File: src/rtl/cds_pkg.sv
// Shared types, constants and helpers for the calendar date stepper.
package cds_pkg;

  localparam int DAY_W   = 5;
  localparam int MONTH_W = 4;
  localparam int YEAR_W  = 14;

  localparam int MAX_YEAR       = 9999;
  localparam int YEAR_FIELD_MAX = (1 << YEAR_W) - 1;
  localparam int TOP_YEAR_INT   = (MAX_YEAR < YEAR_FIELD_MAX) ? MAX_YEAR : YEAR_FIELD_MAX;
  localparam logic [YEAR_W-1:0] TOP_YEAR   = YEAR_W'(TOP_YEAR_INT);
  localparam logic [YEAR_W-1:0] FIRST_YEAR = YEAR_W'(1);

  // year / 25 by reciprocal: floor(y * ceil(2^19 / 25) / 2^19) is exact for y < 2^14
  localparam int RECIP_SHIFT = 19;
  localparam int RECIP_W     = 15;
  localparam logic [RECIP_W-1:0] RECIP_25 =
    RECIP_W'(((1 << RECIP_SHIFT) + 24) / 25);
  localparam int PROD_W = YEAR_W + RECIP_W;
  localparam int Q_W    = PROD_W - RECIP_SHIFT;

  localparam logic MODE_NEXT = 1'b0;
  localparam logic MODE_PREV = 1'b1;

  localparam logic [MONTH_W-1:0] MONTH_JAN = MONTH_W'(1);
  localparam logic [MONTH_W-1:0] MONTH_FEB = MONTH_W'(2);
  localparam logic [MONTH_W-1:0] MONTH_APR = MONTH_W'(4);
  localparam logic [MONTH_W-1:0] MONTH_JUN = MONTH_W'(6);
  localparam logic [MONTH_W-1:0] MONTH_SEP = MONTH_W'(9);
  localparam logic [MONTH_W-1:0] MONTH_NOV = MONTH_W'(11);
  localparam logic [MONTH_W-1:0] MONTH_DEC = MONTH_W'(12);

  localparam logic [DAY_W-1:0] DAY_FIRST = DAY_W'(1);
  localparam logic [DAY_W-1:0] LEN_28    = DAY_W'(28);
  localparam logic [DAY_W-1:0] LEN_29    = DAY_W'(29);
  localparam logic [DAY_W-1:0] LEN_30    = DAY_W'(30);
  localparam logic [DAY_W-1:0] LEN_31    = DAY_W'(31);

  typedef struct packed {
    logic               mode;
    logic [DAY_W-1:0]   day;
    logic [MONTH_W-1:0] month;
    logic [YEAR_W-1:0]  year;
  } cds_item_t;

  typedef struct packed {
    cds_item_t        item;
    logic [Q_W-1:0]   quot25;
  } cds_s1_t;

  typedef struct packed {
    cds_item_t        item;
    logic             valid;
    logic [DAY_W-1:0] len;
    logic [DAY_W-1:0] prev_len;
  } cds_s2_t;

  typedef struct packed {
    logic [DAY_W-1:0]   out_day;
    logic [MONTH_W-1:0] out_month;
    logic [YEAR_W-1:0]  out_year;
    logic               date_valid;
    logic [DAY_W-1:0]   month_length;
    logic               range_error;
  } cds_result_t;

  function automatic logic [DAY_W-1:0] month_len(input logic [MONTH_W-1:0] m,
                                                 input logic leap);
    logic [DAY_W-1:0] len;
    len = LEN_31;
    case (m) inside
      MONTH_FEB:                                 len = leap ? LEN_29 : LEN_28;
      MONTH_APR, MONTH_JUN, MONTH_SEP, MONTH_NOV: len = LEN_30;
      default:                                   len = LEN_31;
    endcase
    return len;
  endfunction

endpackage

File: src/rtl/cds_check.sv
// Stage 2: leap rule, month lengths and date validity.
module cds_check import cds_pkg::*; (
  input  logic    clk,
  input  logic    rst,
  input  logic    in_valid,
  input  cds_s1_t in_data,
  output logic    in_ready,
  output logic    out_valid,
  output cds_s2_t out_data,
  input  logic    out_ready
);

  logic [YEAR_W-1:0]  q;
  logic [YEAR_W-1:0]  rem25;
  logic               div25;
  logic               leap;
  logic [DAY_W-1:0]   len;
  logic [DAY_W-1:0]   prev_len;
  logic               date_ok;
  logic [MONTH_W-1:0] prev_month;

  assign q          = YEAR_W'(in_data.quot25);
  assign rem25      = in_data.item.year - ((q << 4) + (q << 3) + q);
  assign div25      = (rem25 == '0);
  assign leap       = (in_data.item.year[1:0] == 2'b00 && !div25) ||
                      (in_data.item.year[3:0] == 4'b0000 && div25);
  assign prev_month = in_data.item.month - MONTH_JAN;
  assign len        = month_len(in_data.item.month, leap);
  assign prev_len   = month_len(prev_month, leap);
  assign date_ok    = (in_data.item.year >= FIRST_YEAR) && (in_data.item.year <= TOP_YEAR) &&
                      (in_data.item.month inside {[MONTH_JAN:MONTH_DEC]}) &&
                      (in_data.item.day >= DAY_FIRST) && (in_data.item.day <= len);
  assign in_ready   = !out_valid || out_ready;

  always_ff @(posedge clk) begin
    if (rst) begin
      out_valid <= 1'b0;
    end else if (in_ready) begin
      out_valid <= in_valid;
    end
    if (in_ready && in_valid) begin
      out_data.item     <= in_data.item;
      out_data.valid    <= date_ok;
      out_data.len      <= len;
      out_data.prev_len <= prev_len;
    end
  end

endmodule

File: config.mk
export PLATFORM = sky130hd
export DESIGN_NAME = cds_check
export DESIGN_NICKNAME = d
export VERILOG_FILES = /design/src/rtl/cds_pkg.sv /design/src/rtl/cds_check.sv
export SDC_FILE = /design/constraint.sdc
export NUM_CORES = 1
export LEC_CHECK = 0
export ABC_AREA = 1
export BUFFER_PORTS_ARGS = -buffer_cell sky130_fd_sc_hd__buf_2
export CAP_MARGIN = 10
export CORE_MARGIN = 2
export CORE_UTILIZATION = 30
export CTS_CLUSTER_DIAMETER = 30
export DETAILED_ROUTE_END_ITERATION = 8
export PLACE_DENSITY = 0.52
export RECOVER_POWER = 50
export SETUP_SLACK_MARGIN = 0.02
export SYNTH_ARGS = -nofsm -noshare
export SYNTH_HDL_FRONTEND = slang
export SYNTH_SLANG_ARGS = --single-unit
File: constraint.sdc
create_clock -name clk -period 8 [get_ports clk]
set_input_delay 0.4 -clock clk [delete_from_list [all_inputs] [get_ports clk]]
set_output_delay 0.4 -clock clk [all_outputs]
set_load 0.01 [all_outputs]
* Word level (Yosys, flattened, before mapping)
Cells that the tools add are included. Widths: inputs -> output; s select.
Storage, ports and cells: register bits after elaboration 36, bits of input ports 38, output and inout bits 37, word-level logic and storage cells 50
Operators by class: add/sub/neg operators 4, $lt $le $gt $ge 6, equal/unequal tests 10, mux-type cells 5, reduce and logical (&&, ||, !) cells 17
Operator list (number):
- $eq 4x3->1 const B | 4
- $eq 4x4->1 const B | 4
- $add 14x10->14 | 1
- $add 14x13->14 | 1
- $ge 14x1->1 const B | 1
- $le 14x14->1 const B | 1
- $logic_not 14->1 | 1
- $sub 14x14->14 | 1
- $mux 5 | 2
- $eq 4x2->1 const B | 2
- $logic_and 1x1->1 | 8
- $reduce_or 4->1 | 2
- $ge 5x1->1 const B | 1
- $le 5x5->1 | 1
- $ge 4x1->1 const B | 1
- $le 4x4->1 const B | 1
- $logic_not 4->1 | 1
- $sub 4x1->4 const B | 1
- $mux 1 | 3
- $logic_not 1->1 | 2
- $logic_not 2->1 | 1
- $logic_or 1x1->1 | 2

* Longest topological paths before layout
depth after elaboration 11, gate-level depth with buffers 22, gate-level depth less buffers 22

* Least setup slack after synthesis
Ideal clock, no wire load.
kind in2reg, start point input in_data[1] (netlist name), end point register out_data[10] (netlist name) (data pin), library setup time 266 ps, arrival 3206 ps, data required time 7734 ps, setup slack 4527 ps, stages on the path 19, cell sequence inv_1 -> fa_1 -> fa_1 -> ha_1 -> nand2_1 -> nand2_1 -> nand2_1 -> nand2_1 -> nand2_1 -> nand2_1 -> nor2_1 -> nor2_1 -> nor2_1 -> nand3_2 -> o21bai_2 -> a21oi_1 -> ha_1 -> a211oi_1 -> a211oi_1
On the way: cells in the longest elaborated chain, start to end 11
Ends and longest elaborated chain:
- from (decl) | RTL line cds_check.sv:6 | input cds_s1_t in_data,
- $add 14x13->14 | RTL line cds_check.sv:23 | assign rem25 = in_data.item.year - ((q << 4) + (q << 3) + q);
- $add 14x10->14 * | RTL line cds_check.sv:23
- $sub 14x14->14 * | RTL line cds_check.sv:23
- $logic_not 14->1 * | RTL line cds_check.sv:24 | assign div25 = (rem25 == '0);
- $logic_not 1->1 | RTL line cds_check.sv:25 | assign leap = (in_data.item.year[1:0] == 2'b00 && !div25) ||
- $logic_and 1x1->1 | RTL line cds_check.sv:25
- $logic_or 1x1->1 * | RTL line cds_check.sv:25
- $mux 1 * | RTL line cds_pkg.sv:72 | MONTH_FEB: len = leap ? LEN_29 : LEN_28;
- $mux 5 * | RTL line cds_pkg.sv:71 | case (m) inside
- net len[0] | RTL line cds_check.sv:17 | logic [DAY_W-1:0] len;
- $le 5x5->1 * | RTL line cds_check.sv:32 | (in_data.item.day >= DAY_FIRST) && (in_data.item.day <= len);
- $logic_and 1x1->1 * | RTL line cds_check.sv:32
- net date_ok | RTL line cds_check.sv:19 | logic date_ok;
- to (decl) | RTL line cds_check.sv:9 | output cds_s2_t out_data,
The timed path passes the listed nets; every way through them passes the cells marked *. A chain may end at the register's enable or synchronous reset.

* Final worst setup path
start point input in_data[5] (netlist name), end point register out_data[10] (netlist name) (data pin)
The elaborated chain is that of the path after synthesis.

==> flow_summary.toml <==
[final_layout]
finish.utilization_pct = 36.9
final_cell_area_um2 = 3030
area_growth_pct = 19.6
fin_nets = 454
drive_gt1_share_pct = 15.5
stdcell_count = 486
n_antenna_cell = 0

[worst_setup_path]
worst-path-max-fanout = 5
reg2reg_depth = 2
r2r-end = "out_data[22]$_DFFE_PP_"
r2r_setup_slack_ns = 6.05
crit_start = "in_data[5]"
critical_path_class = "in -> reg"
cp.required_ns = 8.02
cp-start-kind = "input pin"
end_kind = "flip-flop"
arrival_ns = 3.75
regToRegStartpoint = "out_valid$_SDFFE_PP0N_"

[floorplanning]
core_area_um2 = 8220
io_pins = 75
rows = 33
die_area_um2 = 9210
die_y_um = 96.0
initial_core_util_pct = 30.9
die_width_um = 96.0

[yosys]
synth_edf_count = 29
yosysTopAreaCell = "edfxtp_1"
synth_warnings = 0
ys_top_cells_by_area = "edfxtp_1 (34%), fa_1 (13%), nand2_1 (12%)"
synth.most_common_cell = "nand2_1"
synth_cell_type_count = 33
netlist_area_um2 = 2540
ys_ff_latch = 30
synth_seq_area_share_pct = 35.1
synth_cells = 305
avgSynthCellArea_um2 = 8.32
async_reset_ff_share_pct = 0
synthTopCellsByCount = "nand2_1 (82), inv_1 (63), edfxtp_1 (29)"
synth.top_cell.area_share_pct = 34.3
synth_ff_type = "edfxtp_1"

[status]
violations = "max-capacitance violations, max-slew violations"
status = "finished, violations left"

[global_routing]
grt_pass1_vias = 2139
grtUsageTotal_pct = 13.9
grt_max_degree = 30
antenna_found_initial = 0
grt_pass1_wl_mm = 9.78
overflow = 0

[cts]
clk_pin_slew_worst_paths_ns = 0.06
hold_buffers = 0
cts_tree = "yes"
cts_root_buf = "clkbuf_8"
clockBufferDepth = 2
post_cts_resized = 0
cts.htree.levels = 2
clk-insertion-delay-late_ns = 0.28
cts_buffers = 5
post_cts_buffers = 0
cts_sinks = 30

[hold_path]
hold_start = "rst"
hold_path_class = "in -> reg"
hold_depth = 2
hold_end = "out_valid$_SDFFE_PP0N_"

[timing]
finalSetupViolCount = 0
fmax_ghz = 0.268
hold_viol_final = 0
setup_tns_ns = 0
rsz0062_at_grt = "false"
finClkSkew_ns = 0.00269
layout_setup_ws_ns = 4.27
min_period_over_period_pct = 46.6
slew_violations = 29
finalCriticalPeriod_ns = 3.73
worst_slew_pin_slew_ns = 1.50
worst_hold_slack_ns = 0.271
slew_headroom_pct = -0.0624

[detailed_routing]
met3_wirelength_um = 295
dr.first_iter.drc_count = 54
top_layer_used = "met4"
viasPerCell = 4.44
wl_met2_mm = 2.98
vias = 2156
antenna_left = 0
dr.pass1.iters = 4
drc = 0
wl_met1_mm = 2.54
routed_wl_mm = 5.93
wl_per_cell_um = 12.2

[place]
gp_congestion = 0.844
place_ws_ns = 3.96
place_hpwl_mm = 5.20
portBuffers = 68
dp.cells = 478
dpl_cell_area_um2 = 2990

[pwr]
power_density_nw_per_um2 = 190
p_total_mw = 0.576
p_leak_nw = 1.51
vdd_drop_max_mv = 0.0571

[run]
drv_cap = 1
## registers in the layout (all words and copies together) (netlist names)
register   flops
out_data      29
out_valid      1
## how the worst max path moves through the flow
stage	endpoint	slack, ns	depth (start not counted)
after floorplan	out_data[10]$_DFFE_PP_	4.53	19
after global placement	out_data[10]$_DFFE_PP_	4.04	18
after detailed placement	out_data[10]$_DFFE_PP_	3.96	17
after CTS	out_data[10]$_DFFE_PP_	4.24	17
after global routing	out_data[10]$_DFFE_PP_	3.95	19
final	out_data[10]$_DFFE_PP_	4.27	17
## power by group
part	switching [mW]	leakage (nW)	internal, mW
Sequential	0.00225	0.285	0.184
Clock	0.0543	0.0426	0.0596
Combinational	0.176	1.18	0.100
Total	0.232	1.51	0.344
## logic make-up after synthesis
logic type,synth area share [%]
compound gates,6.11
fa+ha+maj,22.5
xor+xnor,0.690
buf+inv,11.8
other cells,0.148
simple gates,23.2
mux,0.444
flops,35.1
## cell type report
class,count,area (um2)
inverters,68,255
clock buffers,6,72.6
flip-flops and latches,30,891
fillers,888,5180
clock inverters,2,8.76
repair buffers,69,307
multi-input cells,206,1370
well taps,105,131
## placed cells by master (no fill, tap or decap), types with 2 or more instances in the layout
cell type / instances
clkbuf_8: 5
nand3_2: 2
clkbuf_1: 32
a21oi_2: 2
inv_1: 63
a211oi_1: 2
buf_2: 38
edfxtp_1: 29
inv_2: 4
nand3b_1: 2
conb_1: 6
ha_1: 20
nand2_1: 82
nand2_2: 2
nor2_1: 22
nor4_1: 3
a21oi_1: 11
nand3_1: 18
nand4_1: 3
clkinv_1: 2
xor2_1: 2
fa_1: 16
o21bai_1: 2
## metal layers
metal	vias to the layer above	track usage, %
met1	981	16.2
met3	11	2.19
met5	-	0
li1	1107	-
met4	0	4.88
met2	57	25.6
## critical path: stages
cell      delay (ns)
buf_2           0.10
inv_1           0.18
fa_1            0.47
fa_1            0.48
ha_1            0.37
nand2_1         0.11
nor2_1          0.18
nand3_1         0.17
nand4_1         0.14
nand2_1         0.06
nor2_1          0.09
nand3_1         0.13
o21bai_2        0.16
a21oi_1         0.10
ha_1            0.28
a211oi_1        0.25
a211oi_1        0.09
Power figures use the tool's default switching activity.
