[src/rtl/cds_pkg.sv]
// Shared types, constants and helpers for the calendar date stepper.
package cds_pkg;

  localparam int DAY_W   = 5;
  localparam int MONTH_W = 4;
  localparam int YEAR_W  = 14;

  localparam int MAX_YEAR       = 9999;
  localparam int YEAR_FIELD_MAX = (1 << YEAR_W) - 1;
  localparam int TOP_YEAR_INT   = (MAX_YEAR < YEAR_FIELD_MAX) ? MAX_YEAR : YEAR_FIELD_MAX;
  localparam logic [YEAR_W-1:0] TOP_YEAR   = YEAR_W'(TOP_YEAR_INT);
  localparam logic [YEAR_W-1:0] FIRST_YEAR = YEAR_W'(1);

  // year / 25 by reciprocal: floor(y * ceil(2^19 / 25) / 2^19) is exact for y < 2^14
  localparam int RECIP_SHIFT = 19;
  localparam int RECIP_W     = 15;
  localparam logic [RECIP_W-1:0] RECIP_25 =
    RECIP_W'(((1 << RECIP_SHIFT) + 24) / 25);
  localparam int PROD_W = YEAR_W + RECIP_W;
  localparam int Q_W    = PROD_W - RECIP_SHIFT;

  localparam logic MODE_NEXT = 1'b0;
  localparam logic MODE_PREV = 1'b1;

  localparam logic [MONTH_W-1:0] MONTH_JAN = MONTH_W'(1);
  localparam logic [MONTH_W-1:0] MONTH_FEB = MONTH_W'(2);
  localparam logic [MONTH_W-1:0] MONTH_APR = MONTH_W'(4);
  localparam logic [MONTH_W-1:0] MONTH_JUN = MONTH_W'(6);
  localparam logic [MONTH_W-1:0] MONTH_SEP = MONTH_W'(9);
  localparam logic [MONTH_W-1:0] MONTH_NOV = MONTH_W'(11);
  localparam logic [MONTH_W-1:0] MONTH_DEC = MONTH_W'(12);

  localparam logic [DAY_W-1:0] DAY_FIRST = DAY_W'(1);
  localparam logic [DAY_W-1:0] LEN_28    = DAY_W'(28);
  localparam logic [DAY_W-1:0] LEN_29    = DAY_W'(29);
  localparam logic [DAY_W-1:0] LEN_30    = DAY_W'(30);
  localparam logic [DAY_W-1:0] LEN_31    = DAY_W'(31);

  typedef struct packed {
    logic               mode;
    logic [DAY_W-1:0]   day;
    logic [MONTH_W-1:0] month;
    logic [YEAR_W-1:0]  year;
  } cds_item_t;

  typedef struct packed {
    cds_item_t        item;
    logic [Q_W-1:0]   quot25;
  } cds_s1_t;

  typedef struct packed {
    cds_item_t        item;
    logic             valid;
    logic [DAY_W-1:0] len;
    logic [DAY_W-1:0] prev_len;
  } cds_s2_t;

  typedef struct packed {
    logic [DAY_W-1:0]   out_day;
    logic [MONTH_W-1:0] out_month;
    logic [YEAR_W-1:0]  out_year;
    logic               date_valid;
    logic [DAY_W-1:0]   month_length;
    logic               range_error;
  } cds_result_t;

  function automatic logic [DAY_W-1:0] month_len(input logic [MONTH_W-1:0] m,
                                                 input logic leap);
    logic [DAY_W-1:0] len;
    len = LEN_31;
    case (m) inside
      MONTH_FEB:                                 len = leap ? LEN_29 : LEN_28;
      MONTH_APR, MONTH_JUN, MONTH_SEP, MONTH_NOV: len = LEN_30;
      default:                                   len = LEN_31;
    endcase
    return len;
  endfunction

endpackage

[src/rtl/cds_step.sv]
// Stage 3: next or previous day with rollover, held in the output register.
module cds_step import cds_pkg::*; (
  input  logic        clk,
  input  logic        rst,
  input  logic        in_valid,
  input  cds_s2_t     in_data,
  output logic        in_ready,
  output logic        out_valid,
  output cds_result_t out_data,
  input  logic        out_ready
);

  cds_result_t res;

  always_comb begin
    res.out_day      = in_data.item.day;
    res.out_month    = in_data.item.month;
    res.out_year     = in_data.item.year;
    res.date_valid   = in_data.valid;
    res.month_length = in_data.len;
    res.range_error  = 1'b0;
    if (in_data.valid) begin
      if (in_data.item.mode == MODE_NEXT) begin
        if (in_data.item.day == in_data.len) begin
          if (in_data.item.month == MONTH_DEC) begin
            if (in_data.item.year >= TOP_YEAR) begin
              res.range_error = 1'b1;
            end else begin
              res.out_day   = DAY_FIRST;
              res.out_month = MONTH_JAN;
              res.out_year  = in_data.item.year + FIRST_YEAR;
            end
          end else begin
            res.out_day   = DAY_FIRST;
            res.out_month = in_data.item.month + MONTH_JAN;
          end
        end else begin
          res.out_day = in_data.item.day + DAY_FIRST;
        end
      end else begin
        if (in_data.item.day == DAY_FIRST) begin
          if (in_data.item.month == MONTH_JAN) begin
            if (in_data.item.year <= FIRST_YEAR) begin
              res.range_error = 1'b1;
            end else begin
              res.out_day   = LEN_31;
              res.out_month = MONTH_DEC;
              res.out_year  = in_data.item.year - FIRST_YEAR;
            end
          end else begin
            res.out_day   = in_data.prev_len;
            res.out_month = in_data.item.month - MONTH_JAN;
          end
        end else begin
          res.out_day = in_data.item.day - DAY_FIRST;
        end
      end
    end
  end

  assign in_ready = !out_valid || out_ready;

  always_ff @(posedge clk) begin
    if (rst) begin
      out_valid <= 1'b0;
    end else if (in_ready) begin
      out_valid <= in_valid;
    end
    if (in_ready && in_valid) begin
      out_data <= res;
    end
  end

endmodule

[config.mk]
export PLATFORM = sky130hd
export DESIGN_NAME = cds_step
export DESIGN_NICKNAME = d
export VERILOG_FILES = /design/src/rtl/cds_pkg.sv /design/src/rtl/cds_step.sv
export SDC_FILE = /design/constraint.sdc
export NUM_CORES = 1
export LEC_CHECK = 0
export ABC_AREA = 1
export BUFFER_PORTS_ARGS = -buffer_cell sky130_fd_sc_hd__buf_2
export CAP_MARGIN = 25
export CORE_ASPECT_RATIO = 1.1
export CORE_MARGIN = 2
export CORE_UTILIZATION = 40
export CTS_CLUSTER_SIZE = 10
export DETAILED_ROUTE_END_ITERATION = 6
export GPL_ROUTABILITY_DRIVEN = 0
export GPL_TIMING_DRIVEN = 0
export HOLD_SLACK_MARGIN = 0.03
export PLACE_DENSITY_LB_ADDON = 0.05
export SETUP_SLACK_MARGIN = 0.2
export SLEW_MARGIN = 30
export SYNTH_ARGS = -nofsm -noshare
export SYNTH_HDL_FRONTEND = slang
export SYNTH_SLANG_ARGS = --single-unit
[constraint.sdc]
create_clock -name clk -period 2.95 [get_ports clk]
set_input_delay 0.4425 -clock clk [delete_from_list [all_inputs] [get_ports clk]]
set_output_delay 0.4425 -clock clk [all_outputs]
set_load 0.01 [all_outputs]
* Word level (Yosys, flattened, before mapping)
Index checks and enable logic that the tools add are counted.
** Word-level totals
- Bits in registers :: 31
- Bits of input ports :: 39
- Output and inout bits :: 32
- Logic and storage cells :: 41
** Cells by class
- Add/subtract/negate cells :: 6
- Order comparisons :: 2
- Equality and inequality tests :: 4
- Mux-type cells :: 19
- Reductions and logical operators :: 3
** Operator list (number)
- $mux W23 :: 4
- $mux W18 :: 2
- $mux W14 :: 2
- $mux W9 :: 2
- $add A14 B1 Y14 const B :: 1
- $ge A14 B14 Y1 const B :: 1
- $le A14 B1 Y1 const B :: 1
- $sub A14 B1 Y14 const B :: 1
- $mux W5 :: 2
- $mux W1 :: 7
- $add A5 B1 Y5 const B :: 1
- $eq A5 B1 Y1 const B :: 1
- $eq A5 B5 Y1 :: 1
- $sub A5 B1 Y5 const B :: 1
- $add A4 B1 Y4 const B :: 1
- $eq A4 B1 Y1 const B :: 1
- $eq A4 B4 Y1 const B :: 1
- $sub A4 B1 Y4 const B :: 1
- $logic_and A1 B1 Y1 :: 1
- $logic_not A1 Y1 :: 1
- $logic_or A1 B1 Y1 :: 1

* Depth between registers and ports, before layout
- Depth in word-level cells :: 6
- Gate-level depth with buffers :: 14
- Gate-level depth less buffers :: 14

* Worst setup path after synthesis
OpenSTA, ideal clock, no wires.
- Kind :: input -> register
- From :: input port in_valid
- To :: register out_data[0] (netlist bit), enable pin
- Library setup time :: 0.427 ns
- Arrival time :: 1.967 ns
- Required time :: 2.523 ns
- Slack :: 0.555 ns
- Cell stages on the path :: 2
- Path buffers :: 0
- Cells stage by stage :: inv_1 a21oi_1
** On the way
- Word-level cells in the longest chain between the ends :: 1
** RTL lines
- start: declaration :: RTL line cds_step.sv:5 : input logic in_valid,
- $logic_and A1 B1 Y1 :: RTL line cds_step.sv:69 : if (in_ready && in_valid) begin
- end signal: assignment :: RTL line cds_step.sv:70 : out_data <= res;
- end: declaration :: RTL line cds_step.sv:9 : output cds_result_t out_data,
Every way passes these cells.
A chain may end at the register's enable or synchronous reset.

==> run summary <==
The clock skew was 2.791 ps; the post-CTS setup buffer count was 0. The met1 capacity usage during global routing is 0.2568, and the vertical extent of the die is 88.42 um. The die covers 7139 um^2. The clock period minus worst slack works out to 1958 ps. Row generation in the floorplan step produced 30 rows.

The via count of the first global-routing pass is 2330, and the count of instances resized after the clock tree is built is 0. Overall fraction of global-route tracks in use: 0.1965. The initial antenna violation count was 0. After detailed routing, the total wire length is 6.545 mm.

Setup slack on the critical path of the routed design comes to 992.2 ps. Starting density of the core: 0.4159. The final critical-path share of the clock period was 0.6637.

The critical path in this run is classified as in2reg. Count of buffers inserted at the top-level ports: 65. Across all hold checks on the routed design, the worst slack comes to 308.1 ps. The total nets after synthesis was 387. The reported max-cap violation count was 0; the share of layout cells above drive strength 1 was 0.2930.

Walking the worst path, the cells encountered are buf_2, inv_1, ha_1, inv_1, nor2_2, nand2_2, inv_2, nand3_4, nand2_2, nand3_2, nor3_1, nand2_1, nand2_1, nand2_1. IR analysis of the VDD net gives a maximum drop of 0.0001701 V. The run gives 2481 as the total vias in the final route.

The logs give 18 for the maximum number of pins on one net before global-route repair and 0 for the quantity of hold-fixing buffers added after cts. Static timing analysis puts the maximum clock frequency at 0.5108 GHz. The tools report the met3 track demand over resource in global routing as 0.02857. Count of final max-slew check failures: 0. The number of antenna diodes in the final layout is 0. The leakage power total was 1.454 nW; the fraction of met2 tracks used by global routing was 0.3265. The synthesized design contains 31 register bits. Of all nets on the critical path, the largest fanout is 5.

For this design, the sink count on the clock tree is 31. Counting both buffers and inverters, the worst setup path holds a total of 4. Path category of the worst min-delay check: in2reg.

At the later pin of the worst-skew pair, clock insertion delay measures 280 ps. The run gives 0.222 as the combinational share of power. In this run the power density over the cells is 390.5 nW/um^2. The run gives 339 as the number of instances in the synthesized netlist. Setup violations remaining at the end of the flow were counted as 0. The run finished with clean final reports. Routing layer with the top usage in global route: met2. The H-tree level count came out at 2.

From left edge to right edge, the die measures 80.74 um. Before CTS, the worst setup slack after placement is 671.0 ps. The logs give 44 for the count of distinct cell types in the synthesized netlist and 0 for the final global-route overflow total. The detailed router finished its first iteration with 168 violations. The run gives 1441 um^2 as the footprint of the multi-input gates. In this design, the critical path's most frequently occurring cell is nand2_1. The endpoint arrival time on the critical path is 2000 ps. The area added between synthesis and finish is 22.45%, and the post-detailed-route count of antenna-violating nets is 0. Counting along the longest clock path gives a buffer depth of 2. For this design the total switching power over the nets is 343.8 uW.

The cell at the root of the clock tree is clkbuf_8. The number of placed instances, taps included, is 485. Setup repair after global routing left no endpoint under its margin. The remaining max-slew budget at the tightest pin came out at 0.6401. The number of vias per cell after detailed routing is 5.032. The worst setup path is captured at a flop.

The tools report the remaining routing DRC violations as 0. The fraction of power consumed by the clock network was 0.353; the warning count from the yosys run was 0. The kind of cell with the highest combined delay along the critical path is simple AND/OR/NAND/NOR gates. Post-route setup TNS: 0 ps.

Total CTS buffers: 5. The core region is 6231 um^2. Dividing the detail-routed wire length by the instance count gives 13.28 um. Layout filler cell count: 668. Internal power component: 895.4 uW. For this run, the slowest stage of the critical path takes 260 ps. Before antenna repair, the detailed router went through 4 iterations. The pin slew with the least headroom to its limit came out at 538.6 ps. Clock-pin slew was measured on the worst setup and hold paths at 70 ps. The sequential cell area fraction in the yosys report is 0.3554. On the critical path, the stage with the largest delay is an instance of nor3_1. The mapped netlist covers 2591 um^2. The first global-routing pass estimated 10.90 mm of wire. The data required time of the worst path is 2990 ps, and the boundary pin count is 71. TritonCTS built the clock tree. The worst setup path is launched from a primary input. The switching portion of total power is 0.2775, and the estimated wirelength of the detail-placed design is 5.191 mm. At the end of the flow, the number of nets in the layout was 460. After layout, the design draws a total of 1.239 mW. Dividing the synthesized area by the synthesized cell count gives 7.644 um^2. The sequential power share is 0.424, and the number of standard cells in the layout, taps in and fillers out is 493.

For the area of all sequential standard cells, the log shows 920.9 um^2. Final count of hold timing violations: 0.
per-stage QoR:
| stage | utilization | area, um^2 |
|---|---|---|
| after detailed placement | 0.4904 | 3055 |
| after floorplan | - | 2591 |
| after global routing | 0.5092 | 3173 |
| after CTS | 0.5092 | 3173 |
| after global placement | 0.4841 | 3017 |
| final | 0.5092 | 3173 |
cell usage after synthesis:
library cell	instances	area [um^2]
o31ai_1	1	7.510
o21ai_1	1	5.000
ha_1	9	112.6
a31oi_1	3	18.77
o22ai_1	3	18.77
nand3_1	28	140.1
nand4_1	4	25.02
clkinv_1	1	3.750
o21bai_1	1	7.510
nand4_2	1	12.51
nor2_2	7	43.79
dfxtp_1	1	20.02
nor2_8	1	20.02
a21oi_1	18	90.09
or2_2	1	6.260
a21oi_4	1	16.27
inv_2	5	18.77
nor4_1	1	6.260
xnor2_2	1	16.27
and3_1	1	6.260
a22oi_1	1	7.510
buf_6	1	11.26
buf_1	1	3.750
xnor2_1	3	26.28
nand3_4	3	52.55
edfxtp_1	30	900.9
a31o_2	1	8.760
buf_4	2	15.01
clkbuf_1	2	7.510
nand2_2	8	50.05
buf_2	6	30.03
o211ai_1	6	45.04
nand2_4	1	11.26
nand2_1	71	266.5
a211oi_1	1	7.510
nor2_1	31	116.4
xor2_1	9	78.83
o21ai_0	23	115.1
nor2_4	3	33.78
a21oi_2	1	8.760
nand3_2	3	30.03
o41ai_1	1	8.760
nor3_1	2	10.01
inv_1	40	150.1
cells in the final DEF (no fill, tap or decap), types with 4 or more instances in the layout:
cell type,count
o211ai_1,6
nor2_1,31
o21ai_0,23
inv_2,5
nor2_2,7
nand3_1,28
buf_2,71
nand4_1,4
nand2_1,71
inv_1,40
xor2_1,9
clkbuf_8,6
ha_1,9
edfxtp_1,30
nand2_2,8
a21oi_1,17
power groups by stage:
stage          clock, mW  combinational, mW  sequential, mW
6_report           0.438              0.276           0.526
4_1_cts            0.450              0.278           0.526
5_1_grt            0.467              0.311           0.528
3_5_place_dp           0              0.277           0.536
2_1_floorplan          0              0.150           0.554
3_3_place_gp           0              0.266           0.536
final cells by class:
class | instances | area share
inverter | 46 | 0.05442
tap | 80 | 0.03155
clock buffer | 6 | 0.02603
multi-input combinational | 250 | 0.4543
buffer | 12 | 0.02129
timing repair buffer | 66 | 0.1112
clock inverter | 2 | 0.01104
sequential | 31 | 0.2902
final timing paths:
check                                            start                endpoint  slack [ps]  cells after the start
worst max register to register  out_valid$_SDFFE_PP0N_  out_data[22]$_DFFE_PP_        1610                      2
worst min register to register  out_valid$_SDFFE_PP0N_  out_valid$_SDFFE_PP0N_         540                      2
worst max-delay path                       in_data[26]  out_data[19]$_DFFE_PP_         990                     14
worst min-delay path                               rst  out_valid$_SDFFE_PP0N_         310                      2
sequential cells by signal (all words and copies together), names as in the netlist:
signal,flops
out_data,30
out_valid,1
cells by family (layout without fill, tap and decap cells):
logic type / after synthesis / after routing / synth area share
AOI/OAI and AO/OA: 62 / 62 / 0.1410
xor gates and xnor gates: 13 / 13 / 0.04684
adders and majority gates: 9 / 9 / 0.04346
buffers and inverters: 58 / 132 / 0.09270
DFF: 31 / 31 / 0.3554
and+or+nand+nor: 166 / 166 / 0.3206
routing by layer:
layer	up-vias	wire length, um
met5	-	0
met4	0	92
met3	8	315
met2	68	3281
met1	1120	2857
li1	1285	-
Power figures use the tool's default switching activity.
