--- config.mk ---
export PLATFORM = sky130hd
export DESIGN_NAME = cds_recip
export DESIGN_NICKNAME = d
export VERILOG_FILES = /design/src/rtl/cds_pkg.sv /design/src/rtl/cds_recip.sv
export SDC_FILE = /design/constraint.sdc
export NUM_CORES = 1
export LEC_CHECK = 0
export ABC_AREA = 1
export BUFFER_PORTS_ARGS = -buffer_cell sky130_fd_sc_hd__buf_4
export CORE_UTILIZATION = 58
export DETAILED_ROUTE_END_ITERATION = 16
export PLACE_DENSITY = 0.77
export SLEW_MARGIN = 10
export SYNTH_ARGS = -nofsm -noshare
export SYNTH_HDL_FRONTEND = slang
export SYNTH_SLANG_ARGS = --single-unit
--- constraint.sdc ---
create_clock -name clk -period 5.61 [get_ports clk]
set_input_delay 0.2805 -clock clk [delete_from_list [all_inputs] [get_ports clk]]
set_output_delay 0.2805 -clock clk [all_outputs]
set_load 0.01 [all_outputs]
--- src/rtl/cds_pkg.sv ---
// Shared types, constants and helpers for the calendar date stepper.
package cds_pkg;

  localparam int DAY_W   = 5;
  localparam int MONTH_W = 4;
  localparam int YEAR_W  = 14;

  localparam int MAX_YEAR       = 9999;
  localparam int YEAR_FIELD_MAX = (1 << YEAR_W) - 1;
  localparam int TOP_YEAR_INT   = (MAX_YEAR < YEAR_FIELD_MAX) ? MAX_YEAR : YEAR_FIELD_MAX;
  localparam logic [YEAR_W-1:0] TOP_YEAR   = YEAR_W'(TOP_YEAR_INT);
  localparam logic [YEAR_W-1:0] FIRST_YEAR = YEAR_W'(1);

  // year / 25 by reciprocal: floor(y * ceil(2^19 / 25) / 2^19) is exact for y < 2^14
  localparam int RECIP_SHIFT = 19;
  localparam int RECIP_W     = 15;
  localparam logic [RECIP_W-1:0] RECIP_25 =
    RECIP_W'(((1 << RECIP_SHIFT) + 24) / 25);
  localparam int PROD_W = YEAR_W + RECIP_W;
  localparam int Q_W    = PROD_W - RECIP_SHIFT;

  localparam logic MODE_NEXT = 1'b0;
  localparam logic MODE_PREV = 1'b1;

  localparam logic [MONTH_W-1:0] MONTH_JAN = MONTH_W'(1);
  localparam logic [MONTH_W-1:0] MONTH_FEB = MONTH_W'(2);
  localparam logic [MONTH_W-1:0] MONTH_APR = MONTH_W'(4);
  localparam logic [MONTH_W-1:0] MONTH_JUN = MONTH_W'(6);
  localparam logic [MONTH_W-1:0] MONTH_SEP = MONTH_W'(9);
  localparam logic [MONTH_W-1:0] MONTH_NOV = MONTH_W'(11);
  localparam logic [MONTH_W-1:0] MONTH_DEC = MONTH_W'(12);

  localparam logic [DAY_W-1:0] DAY_FIRST = DAY_W'(1);
  localparam logic [DAY_W-1:0] LEN_28    = DAY_W'(28);
  localparam logic [DAY_W-1:0] LEN_29    = DAY_W'(29);
  localparam logic [DAY_W-1:0] LEN_30    = DAY_W'(30);
  localparam logic [DAY_W-1:0] LEN_31    = DAY_W'(31);

  typedef struct packed {
    logic               mode;
    logic [DAY_W-1:0]   day;
    logic [MONTH_W-1:0] month;
    logic [YEAR_W-1:0]  year;
  } cds_item_t;

  typedef struct packed {
    cds_item_t        item;
    logic [Q_W-1:0]   quot25;
  } cds_s1_t;

  typedef struct packed {
    cds_item_t        item;
    logic             valid;
    logic [DAY_W-1:0] len;
    logic [DAY_W-1:0] prev_len;
  } cds_s2_t;

  typedef struct packed {
    logic [DAY_W-1:0]   out_day;
    logic [MONTH_W-1:0] out_month;
    logic [YEAR_W-1:0]  out_year;
    logic               date_valid;
    logic [DAY_W-1:0]   month_length;
    logic               range_error;
  } cds_result_t;

  function automatic logic [DAY_W-1:0] month_len(input logic [MONTH_W-1:0] m,
                                                 input logic leap);
    logic [DAY_W-1:0] len;
    len = LEN_31;
    case (m) inside
      MONTH_FEB:                                 len = leap ? LEN_29 : LEN_28;
      MONTH_APR, MONTH_JUN, MONTH_SEP, MONTH_NOV: len = LEN_30;
      default:                                   len = LEN_31;
    endcase
    return len;
  endfunction

endpackage

--- src/rtl/cds_recip.sv ---
// Stage 1: year divided by 25 through a reciprocal multiply.
module cds_recip import cds_pkg::*; (
  input  logic      clk,
  input  logic      rst,
  input  logic      in_valid,
  input  cds_item_t in_item,
  output logic      in_ready,
  output logic      out_valid,
  output cds_s1_t   out_data,
  input  logic      out_ready
);

  logic [PROD_W-1:0] prod;

  assign prod     = PROD_W'(in_item.year) * PROD_W'(RECIP_25);
  assign in_ready = !out_valid || out_ready;

  always_ff @(posedge clk) begin
    if (rst) begin
      out_valid <= 1'b0;
    end else if (in_ready) begin
      out_valid <= in_valid;
    end
    if (in_ready && in_valid) begin
      out_data.item   <= in_item;
      out_data.quot25 <= prod[PROD_W-1:RECIP_SHIFT];
    end
  end

endmodule

After elaboration in Yosys (flattened, before gate mapping)
Index checks and enable logic that the tools add are counted.

storage, ports and cells
  flip-flop bits (word level) = 35
  latch bits = 0
  bits in writable memories = 0
  ROM bits = 0
  input bits = 28
  output and inout port bits = 36
  logic and storage cells = 10
  memories = 0

operators by class
  $add $sub $neg = 0
  multipliers = 1
  divide/modulo/power cells = 0
  magnitude comparators = 0
  eq/ne operators = 0
  shifts and indexed selects = 0
  mux-type cells = 0
  bitwise logic cells = 0
  reductions and logical operators = 3

operators by type and width
  cell                                                                    number
  14-bit by 13-bit multiplier with 27-bit output (second input constant)  1
  1-bit logical AND                                                       1
  1-bit logical NOT                                                       1
  1-bit logical OR                                                        1

Longest topological paths before layout
Gate-level depths: netlist of the first run.

  depth after elaboration = 3
  depth in mapped cells = 22

Worst setup path after synthesis of the first run
OpenSTA, ideal clock, no wires.

  path kind = input to register
  start point = input in_item[9] (netlist bit)
  end point = register out_data[5] (netlist bit) (data pin)
  setup time = 0.253 ns
  data arrival time = 3.718 ns
  slack = 1.639 ns
  cell stages on the path = 17
  cell sequence = fa_1 > ha_1 > inv_1 > fa_1 > inv_1 > fa_1 > inv_1 > fa_1 > inv_1 > ha_1 > a21o_1 > a21boi_0 > nor2_1 > nor2_1 > nand3_1 > nand2_1 > nand2_1

on the way
  longest elaborated chain between the ends = 1

ends and longest elaborated chain
  element                                         line             RTL
  from (decl)                                     cds_recip.sv:6   input cds_item_t in_item,
  14-bit by 13-bit multiplier with 27-bit output  cds_recip.sv:15  assign prod = PROD_W'(in_item.year) * PROD_W'(RECIP_25);
  via prod[24]                                    cds_recip.sv:13  logic [PROD_W-1:0] prod;
  to (decl)                                       cds_recip.sv:9   output cds_s1_t out_data,

The timed path passes the listed nets, and every way through them passes these cells.
A chain may end at the register's enable or synchronous reset.

Final worst setup path of the first run
  start point = input in_item[9] (netlist bit)
  end point = register out_data[9] (netlist bit) (data pin)

Same word-level chain as after synthesis.

==> out/qor.txt, run 1 <==
# resized after CTS -> 0
Net count, final -> 745
Worst r2r src -> out_valid
Clock network fraction of total power -> 7.5%
Diode count -> 0
GRT Overall Usage -> 25.8%
First-pass GRT wire length -> 16800 um
EDFF count, synth -> 34
Max-cap viol count -> 0
# placed instances -> 653
Routability cong. -> 0.896
Hold depth -> 2
Outcome -> completed
Clk_lat worst skew -> 0.29 ns
Hold Vio Cnt, Final -> 0
Switch Pwr -> 1320 uW
Clk pin slew, worst setup/hold paths -> 0.08 ns
CP Data Arrival Time -> 4.27 ns
Clk root buf -> clkbuf_8
Router iterations before antenna repair -> 4
CTS tree -> yes
Area contributors post-synth -> fa_1 (26%), ha_1 (25%), edfxtp_1 (21%)
Placed inst area -> 0.00538 mm2
Area occupied by registers -> 0.00104 mm2
Clk_skew -> 0.00932 ns
PD cells -> 460 mW/mm2
Number of port buffers -> 63
Seq cells post-synth -> 35
Place WS -> 1.13 ns
Most common cell after layout, fill and taps aside -> inv_1
Critical path fanouts, max -> 7
DRC errors left -> 0
Reg-to-Reg End -> out_data[12]
Die Y -> 92.6 um
Design area -> 0.00546 mm2
Most frequent cells in the layout -> inv_1 (117), ha_1 (96), nand2_1 (76)
Comb power frac -> 77.4%
Crit share post-route -> 75.1%
Post-CTS Hold Buffers -> 0
Initial core utilization -> 60.7%
Setup ws final -> 1.39 ns
Highest clock rate -> 0.237 GHz
Worst Min Path Start -> rst
Flop pwr share -> 15.1%
Core Footprint -> 0.00785 mm2
Multi-input gate area -> 0.00330 mm2
Vias in the first global route -> 3676
Layout cell share with drive strength beyond 1 -> 14.3%
RSZ-0062 raised after global routing -> no
Initial antenna violation count -> 0
Final Max Tran Viols -> 0
# IOs -> 64
Main flop type after synthesis -> edfxtp_1
Largest net degree at the start of global routing -> 35
Htree depth -> 2
Final min period -> 4.22 ns
Mapped cell area -> 0.00477 mm2
Fillers -> 637
Routed WL -> 9860 um
Post-Layout Cell Count -> 661
Instance count of the mapped netlist -> 488
Total Power -> 2520 uW
Register area share after synthesis -> 21.8%
Critical Path RT -> 5.67 ns
Clock sink count -> 35
Post-DP HPWL -> 8750 um
Die Wd -> 92.6 um
Cell-internal power -> 1200 uW
Hold endpoint -> out_valid
Total CTS buffers -> 5
Synth area leader -> fa_1
Clock buffer depth -> 2
Synth-to-Final Area Change -> 14.6%
Pleak -> 0.00294 uW
Vias per cell -> 5.20
Syn_area_per_cell -> 9.77 um2
Die area -> 0.00858 mm2
Sw frac -> 52.4%
Synth unique cells -> 26
Worst setup SP type -> primary input
Critical path class -> primary input to flip-flop
Final setup viols -> 0
Reg2reg setup slack -> 4.00 ns
Maximum vdd drop -> 380 uV
Grt total ovfl -> 0
Row count -> 32
Worst Setup End Kind -> flip-flop
Post-synth net total -> 675
Setup Fix Bufs, Post-CTS -> 0
Antenna Nets Post-Route -> 0
Reg2reg path depth -> 1
Async set-reset flop share out of synthesis -> 0%
WL/cell -> 14.9 um
Ys Warns -> 0
Worst slew margin -> 26.6%
Path type of the worst min-delay path -> primary input to flip-flop
Yosys top cell area share -> 26.5%
Setup TNS -> 0 ns
DR iter-0 viols -> 120
Least-Margin Pin Slew -> 1.10 ns
Routed via count -> 3437
power groups by stage:
| stage | Clock [uW] | Combinational [uW] | Sequential [uW] |
|---|---|---|---|
| final | 189 | 1950 | 379 |
| after global routing | 198 | 2260 | 382 |
| after floorplan | 0 | 1430 | 407 |
| after global placement | 0 | 1890 | 384 |
| after CTS | 195 | 1950 | 379 |
| after detailed placement | 0 | 1930 | 385 |
critical path, cell delays in order:
cell and delay, ns:
buf_4 0.16, fa_1 0.48, ha_1 0.29, inv_1 0.05, fa_1 0.48, inv_1 0.06, fa_1 0.56, inv_1 0.07
fa_1 0.54, inv_1 0.05, ha_1 0.32, a21o_1 0.18, a21boi_0 0.36, nand2_1 0.13, nand2_1 0.10, nand3_1 0.07
nand2_1 0.06, nand2_1 0.05
worst max-delay path by stage:
stage / from / end / slack (ns) / depth (start not counted)
floorplan: in_item[9] / out_data[5] / 1.64 / 17
global placement: in_item[9] / out_data[5] / 1.24 / 18
detailed placement: in_item[9] / out_data[9] / 1.13 / 18
CTS: in_item[9] / out_data[9] / 1.43 / 18
global route: in_item[11] / out_data[9] / 1.13 / 16
finish: in_item[9] / out_data[9] / 1.39 / 18
cell families (layout without fill, tap and decap cells):
| group | after synthesis | count (layout) | synth area share, % |
|---|---|---|---|
| AOI/OAI and AO/OA | 39 | 39 | 4.41 |
| xor gates and xnor gates | 3 | 3 | 0.551 |
| adders and majority gates | 159 | 159 | 51.7 |
| buffers and inverters | 117 | 188 | 9.21 |
| DFF | 35 | 35 | 21.8 |
| and+or+nand+nor | 135 | 135 | 12.3 |
layer usage:
layer  wire length (um)  vias up  GRT usage [%]  part of all wire [%]
li1                   -     1689              -                     -
met1               4400     1644           33.6                    45
met2               4790       87           44.6                    49
met5                  0        -              0                     0
met4                227        0           7.69                   2.3
met3                450       17           3.86                   4.6
metrics by stage:
stage	util (%)	hold slack, ns
2_1_floorplan	-	0.350
3_3_place_gp	68.5	0.437
3_5_place_dp	68.5	0.437
4_1_cts	69.6	0.124
5_1_grt	69.6	0.145
6_report	69.6	0.139
sequential cells by signal, summed over array words and instances (netlist names):
signal and count:
out_data 34, out_valid 1
layout make-up:
class                           instances  share of cell area, %
Timing Repair Buffer                   63                   8.66
Inverter                              117                   8.04
Sequential cell                        35                   19.1
Tap cell                              102                   2.34
Clock buffer                            6                   1.33
Multi-Input combinational cell        336                   60.4
Clock inverter                          2                  0.229
synthesized netlist by cell type, drive strengths merged, types with 2 or more instances:
library cell  count
nand4             4
inv             117
fa               63
nor3              3
o21bai            2
ha               96
nand3            15
o21ai            10
xor2              2
a21oi            23
edfxtp           34
a21o              2
nor2             31
nand2            79
Note: power is estimated with default switching activity, not from simulation.
==> inputs of run 2 (changes only) <==
--- a/config.mk
+++ b/config.mk
@@ -5,11 +5,11 @@
 export SDC_FILE = /design/constraint.sdc
 export NUM_CORES = 1
 export LEC_CHECK = 0
-export ABC_AREA = 1
+export ABC_AREA = 0
 export BUFFER_PORTS_ARGS = -buffer_cell sky130_fd_sc_hd__buf_4
 export CORE_UTILIZATION = 58
 export DETAILED_ROUTE_END_ITERATION = 16
-export PLACE_DENSITY = 0.77
+export PLACE_DENSITY = 0.78
 export SLEW_MARGIN = 10
 export SYNTH_ARGS = -nofsm -noshare
 export SYNTH_HDL_FRONTEND = slang
==> constraint.sdc (replaced) <==
create_clock -name clk -period 3.9 [get_ports clk]
set_input_delay 0.195 -clock clk [delete_from_list [all_inputs] [get_ports clk]]
set_output_delay 0.195 -clock clk [all_outputs]
set_load 0.01 [all_outputs]
==> run 2 against run 1 <==
  * The run now ends with negative setup slack left
  * Critical path depth unchanged
  * Highest routed layer unchanged
  * Synthesized cell count down 24%
  * Final cell count down 7.6%
  * Non-clock buffer count up 68
  * Sequential share of layout area down 1.6 points
  * Global-route usage up 4.0 points
  * First-iteration DRC count up 45%
  * Clock power up 47%
  * Final area up 9.1%
  * Routed wire length up 11%
  * Power up 74%
==> out/qor.txt, run 2 <==
Critical path fanouts, max -> 4 (was 7)
Max-cap viol count -> 0 (unchanged)
Sw frac -> 44.7% (was 52.4%)
DRC errors left -> 0 (unchanged)
CTS tree -> yes (unchanged)
Crit-path slowest cell -> fa_1 (unchanged)
Clk_skew -> 0.00678 ns (was 0.00932 ns)
Gr busiest metal -> met2 (unchanged)
Clock network fraction of total power -> 6.3% (was 7.5%)
Largest net degree at the start of global routing -> 35 (unchanged)
Initial core utilization -> 60.4% (was 60.7%)
Crit share post-route -> 111%
Total CTS buffers -> 5 (unchanged)
Register area share after synthesis -> 23.5% (was 21.8%)
Instance count of the mapped netlist -> 373 (was 488)
Failing checks -> negative setup slack
Top-count cell post-synth -> ha_1 (was inv_1)
Routability cong. -> 0.889 (was 0.896)
Max reg flops -> 34 (unchanged)
Adder-Cell Fraction of Synth Area -> 55.7% (was 51.7%)
Synth-to-Final Area Change -> 34.7% (was 14.6%)
Main flop type after synthesis -> edfxtp_1 (unchanged)
Die Wd -> 89.3 um (was 92.6 um)
Critical path class -> primary input to flip-flop (unchanged)
Maximum vdd drop -> 743 uV (was 380 uV)
Clock buffer depth -> 2 (unchanged)
Final setup viols -> 10 (was 0)
EDFF count, synth -> 34 (unchanged)
# IOs -> 64 (unchanged)
Post-synth net total -> 560 (was 675)
Async set-reset flop share out of synthesis -> 0% (unchanged)
Seq cells post-synth -> 35 (unchanged)
First-pass GRT wire length -> 17000 um (was 16800 um)
Hold Worst Slack -> 0.0409 ns (was 0.139 ns)
Post-DP HPWL -> 8480 um (was 8750 um)
CP max stage delay -> 0.52 ns (was 0.56 ns)
PD cells -> 736 mW/mm2 (was 460 mW/mm2)
Row count -> 31 (was 32)
Placed inst area -> 0.00559 mm2 (was 0.00538 mm2)
Mapped cell area -> 0.00442 mm2 (was 0.00477 mm2)
Final min period -> 4.31 ns
Switch Pwr -> 1960 uW (was 1320 uW)
Crit-path cells -> buf_12, clkinvlp_4, fa_1, inv_2, ha_4, fa_1, inv_2, fa_1, fa_1, inv_2, ha_4, and3_4, a221o_1, buf_6, a32oi_4, nand2_4, a2111o_1, o311ai_2 (was buf_4, fa_1, ha_1, inv_1, fa_1, inv_1, fa_1, inv_1, fa_1, inv_1, ha_1, a21o_1, a21boi_0, nand2_1, nand2_1, nand3_1, nand2_1, nand2_1)
Grt met3 use -> 4.99% (was 3.86%)
Final Max Tran Viols -> 0 (unchanged)
Least-Margin Pin Slew -> 0.586 ns (was 1.10 ns)
Critical Path RT -> 4.02 ns (was 5.67 ns)
Clk pin slew, worst setup/hold paths -> 0.08 ns (about the same)
Area contributors post-synth -> fa_1 (29%), ha_1 (27%), edfxtp_1 (23%) (was fa_1 (26%), ha_1 (25%), edfxtp_1 (21%))
Clk_lat worst skew -> 0.30 ns (was 0.29 ns)
Diode count -> 0 (unchanged)
Grt met2 use -> 51.2% (was 44.6%)
Initial antenna violation count -> 0 (unchanged)
Comb power frac -> 81.1% (was 77.4%)
Most common cell after layout, fill and taps aside -> buf_4 (was inv_1)
Worst setup SP type -> primary input (unchanged)
Final Util -> 81.3% (was 69.6%)
Path type of the worst min-delay path -> primary input to flip-flop (unchanged)
GRT Overall Usage -> 29.7% (was 25.8%)
Synth area leader -> fa_1 (unchanged)
Layout cell share with drive strength beyond 1 -> 35.2% (was 14.3%)
Largest register by flop count -> out_data (unchanged)
Reg2reg setup slack -> 2.57 ns (was 4.00 ns)
Core Footprint -> 0.00733 mm2 (was 0.00785 mm2)
WL/cell -> 17.9 um (was 14.9 um)
Vias per cell -> 5.35 (was 5.20)
Clock sink count -> 35 (unchanged)
Router iterations before antenna repair -> 4 (unchanged)
Die Y -> 89.3 um (was 92.6 um)
Grt met1 use -> 37.8% (was 33.6%)
Yosys top cell area share -> 28.5% (was 26.5%)
Outcome -> finished, violations left (was completed)
Compound-Gate Fraction of Synth Area -> 7.69% (was 4.41%)
Ys Warns -> 0 (unchanged)
Hold Vio Cnt, Final -> 0 (unchanged)
CP Data Arrival Time -> 4.43 ns (was 4.27 ns)
Top cells by count, synth -> ha_1 (96), inv_1 (92), fa_1 (63) (was inv_1 (117), ha_1 (96), nand2_1 (76))
Setup TNS -> -3.24 ns (was 0 ns)
Htree depth -> 2 (unchanged)
Mux contribution to synthesized area -> 0% (unchanged)
Number of port buffers -> 63 (unchanged)
Simple-gate share of the synthesized area -> 3.93% (was 12.3%)
DR iter-0 viols -> 174 (was 120)
Fillers -> 387 (was 637)
Post-Synth XOR/XNOR Area -> 1.39% (was 0.551%)
Setup ws final -> -0.414 ns (was 1.39 ns)
Clk root buf -> clkbuf_8 (unchanged)
Vias in the first global route -> 3473 (was 3676)
Grt total ovfl -> 0 (unchanged)
Design area -> 0.00596 mm2 (was 0.00546 mm2)
Net count, final -> 698 (was 745)
Worst slew margin -> 60.8% (was 26.6%)
Pleak -> 0.00300 uW (was 0.00294 uW)
Cell mode on critical path -> fa_1
Antenna Nets Post-Route -> 0 (unchanged)
Die area -> 0.00798 mm2 (was 0.00858 mm2)
Worst Setup End Kind -> flip-flop (unchanged)
Syn_area_per_cell -> 11.9 um2 (was 9.77 um2)
Largest family of logic cells by synthesized area -> adder cells (unchanged)
Most frequent cells in the layout -> buf_4 (122), inv_1 (86), ha_1 (81) (was inv_1 (117), ha_1 (96), nand2_1 (76))
Routed via count -> 3268 (was 3437)
Highest clock rate -> 0.232 GHz
Total Power -> 4390 uW (was 2520 uW)
RSZ-0062 raised after global routing -> yes (was no)
Top flop regs -> out_data x34, out_valid x1 (unchanged)
Cell-internal power -> 2430 uW (was 1200 uW)
Routed WL -> 10900 um (was 9860 um)
Flop pwr share -> 12.6% (was 15.1%)
Synth unique cells -> 35 (was 26)
[run 2: changes by cell type after synthesis, sizes merged, moves of 3 or more]
| cell | before | now |
|---|---|---|
| inv | 117 | 92 |
| nand2 | 79 | 4 |
| a21o | 2 | 7 |
| nor2 | 31 | 10 |
| a211o | 0 | 3 |
| a21oi | 23 | 11 |
| a211oi | 0 | 3 |
| and3 | 0 | 4 |
| xnor2 | 1 | 4 |
| nand3 | 15 | 6 |
[run 2: cell families (layout without fill, tap and decap cells)]
group,count (synthesis),after routing
and+or+nand+nor,35,35
buffers and inverters,92,231
adders and majority gates,159,159
DFF,35,35
xor gates and xnor gates,7,7
AOI/OAI and AO/OA,45,45
[run 2: worst paths after layout]
kind	start	end	depth (start not counted)
setup / recovery	in_item[5]	out_data[3]	18
hold reg to reg	out_valid	out_valid	2
hold / removal	rst	out_valid	2
setup reg to reg	out_valid	out_data[15]	3
[run 2: layer usage]
layer,vias up,part of all wire (%),wire length (um)
met5,-,0,0
met4,0,3.3,355
li1,1525,-,-
met2,121,51,5520
met1,1590,41,4440
met3,32,5.4,594
[run 2: area by class of cell]
cell class                      instances  area, um2  area share (%)
Tap cell                               99        124            2.08
Clock buffer                            5       68.8            1.15
Timing Repair Buffer                  131       1030            17.4
Multi-Input combinational cell        246       3320            55.7
Clock inverter                          3       20.0           0.336
Inverter                               92        349            5.86
Sequential cell                        35       1040            17.5
[run 2: what timing repair did]
item,4_1_cts,5_1_grt
resized for setup,32,7
gates cloned,0,0
buffers inserted,3,2
endpoints found under the hold margin,0,0
endpoints found under the setup margin,10,10
hold buffers,0,0
pin swaps,18,4
[run 2: power groups by stage]
stage | clock network, uW | logic [uW] | registers [uW]
after floorplan | 0 | 1900 | 589
after global placement | 0 | 2920 | 556
after detailed placement | 0 | 3060 | 558
after CTS | 279 | 3380 | 550
after global routing | 293 | 3920 | 556
final | 278 | 3560 | 551
[run 2: worst max-delay path, delay by kind of cell]
| kind | cells | cell delay (ns) |
|---|---|---|
| adder cells (fa/ha/maj) | 6 | 2.38 |
| AO/OA/AOI/OAI | 4 | 1.11 |
| buffers and inverters | 6 | 0.49 |
| AND/OR/NAND/NOR | 2 | 0.25 |
[run 2: through the flow]
stage	instances	setup WS, ns
floorplan	373	-0.349
global route	611	-0.535
CTS	609	-0.385
global placement	598	-0.662
detailed placement	598	-0.748
finish	611	-0.414
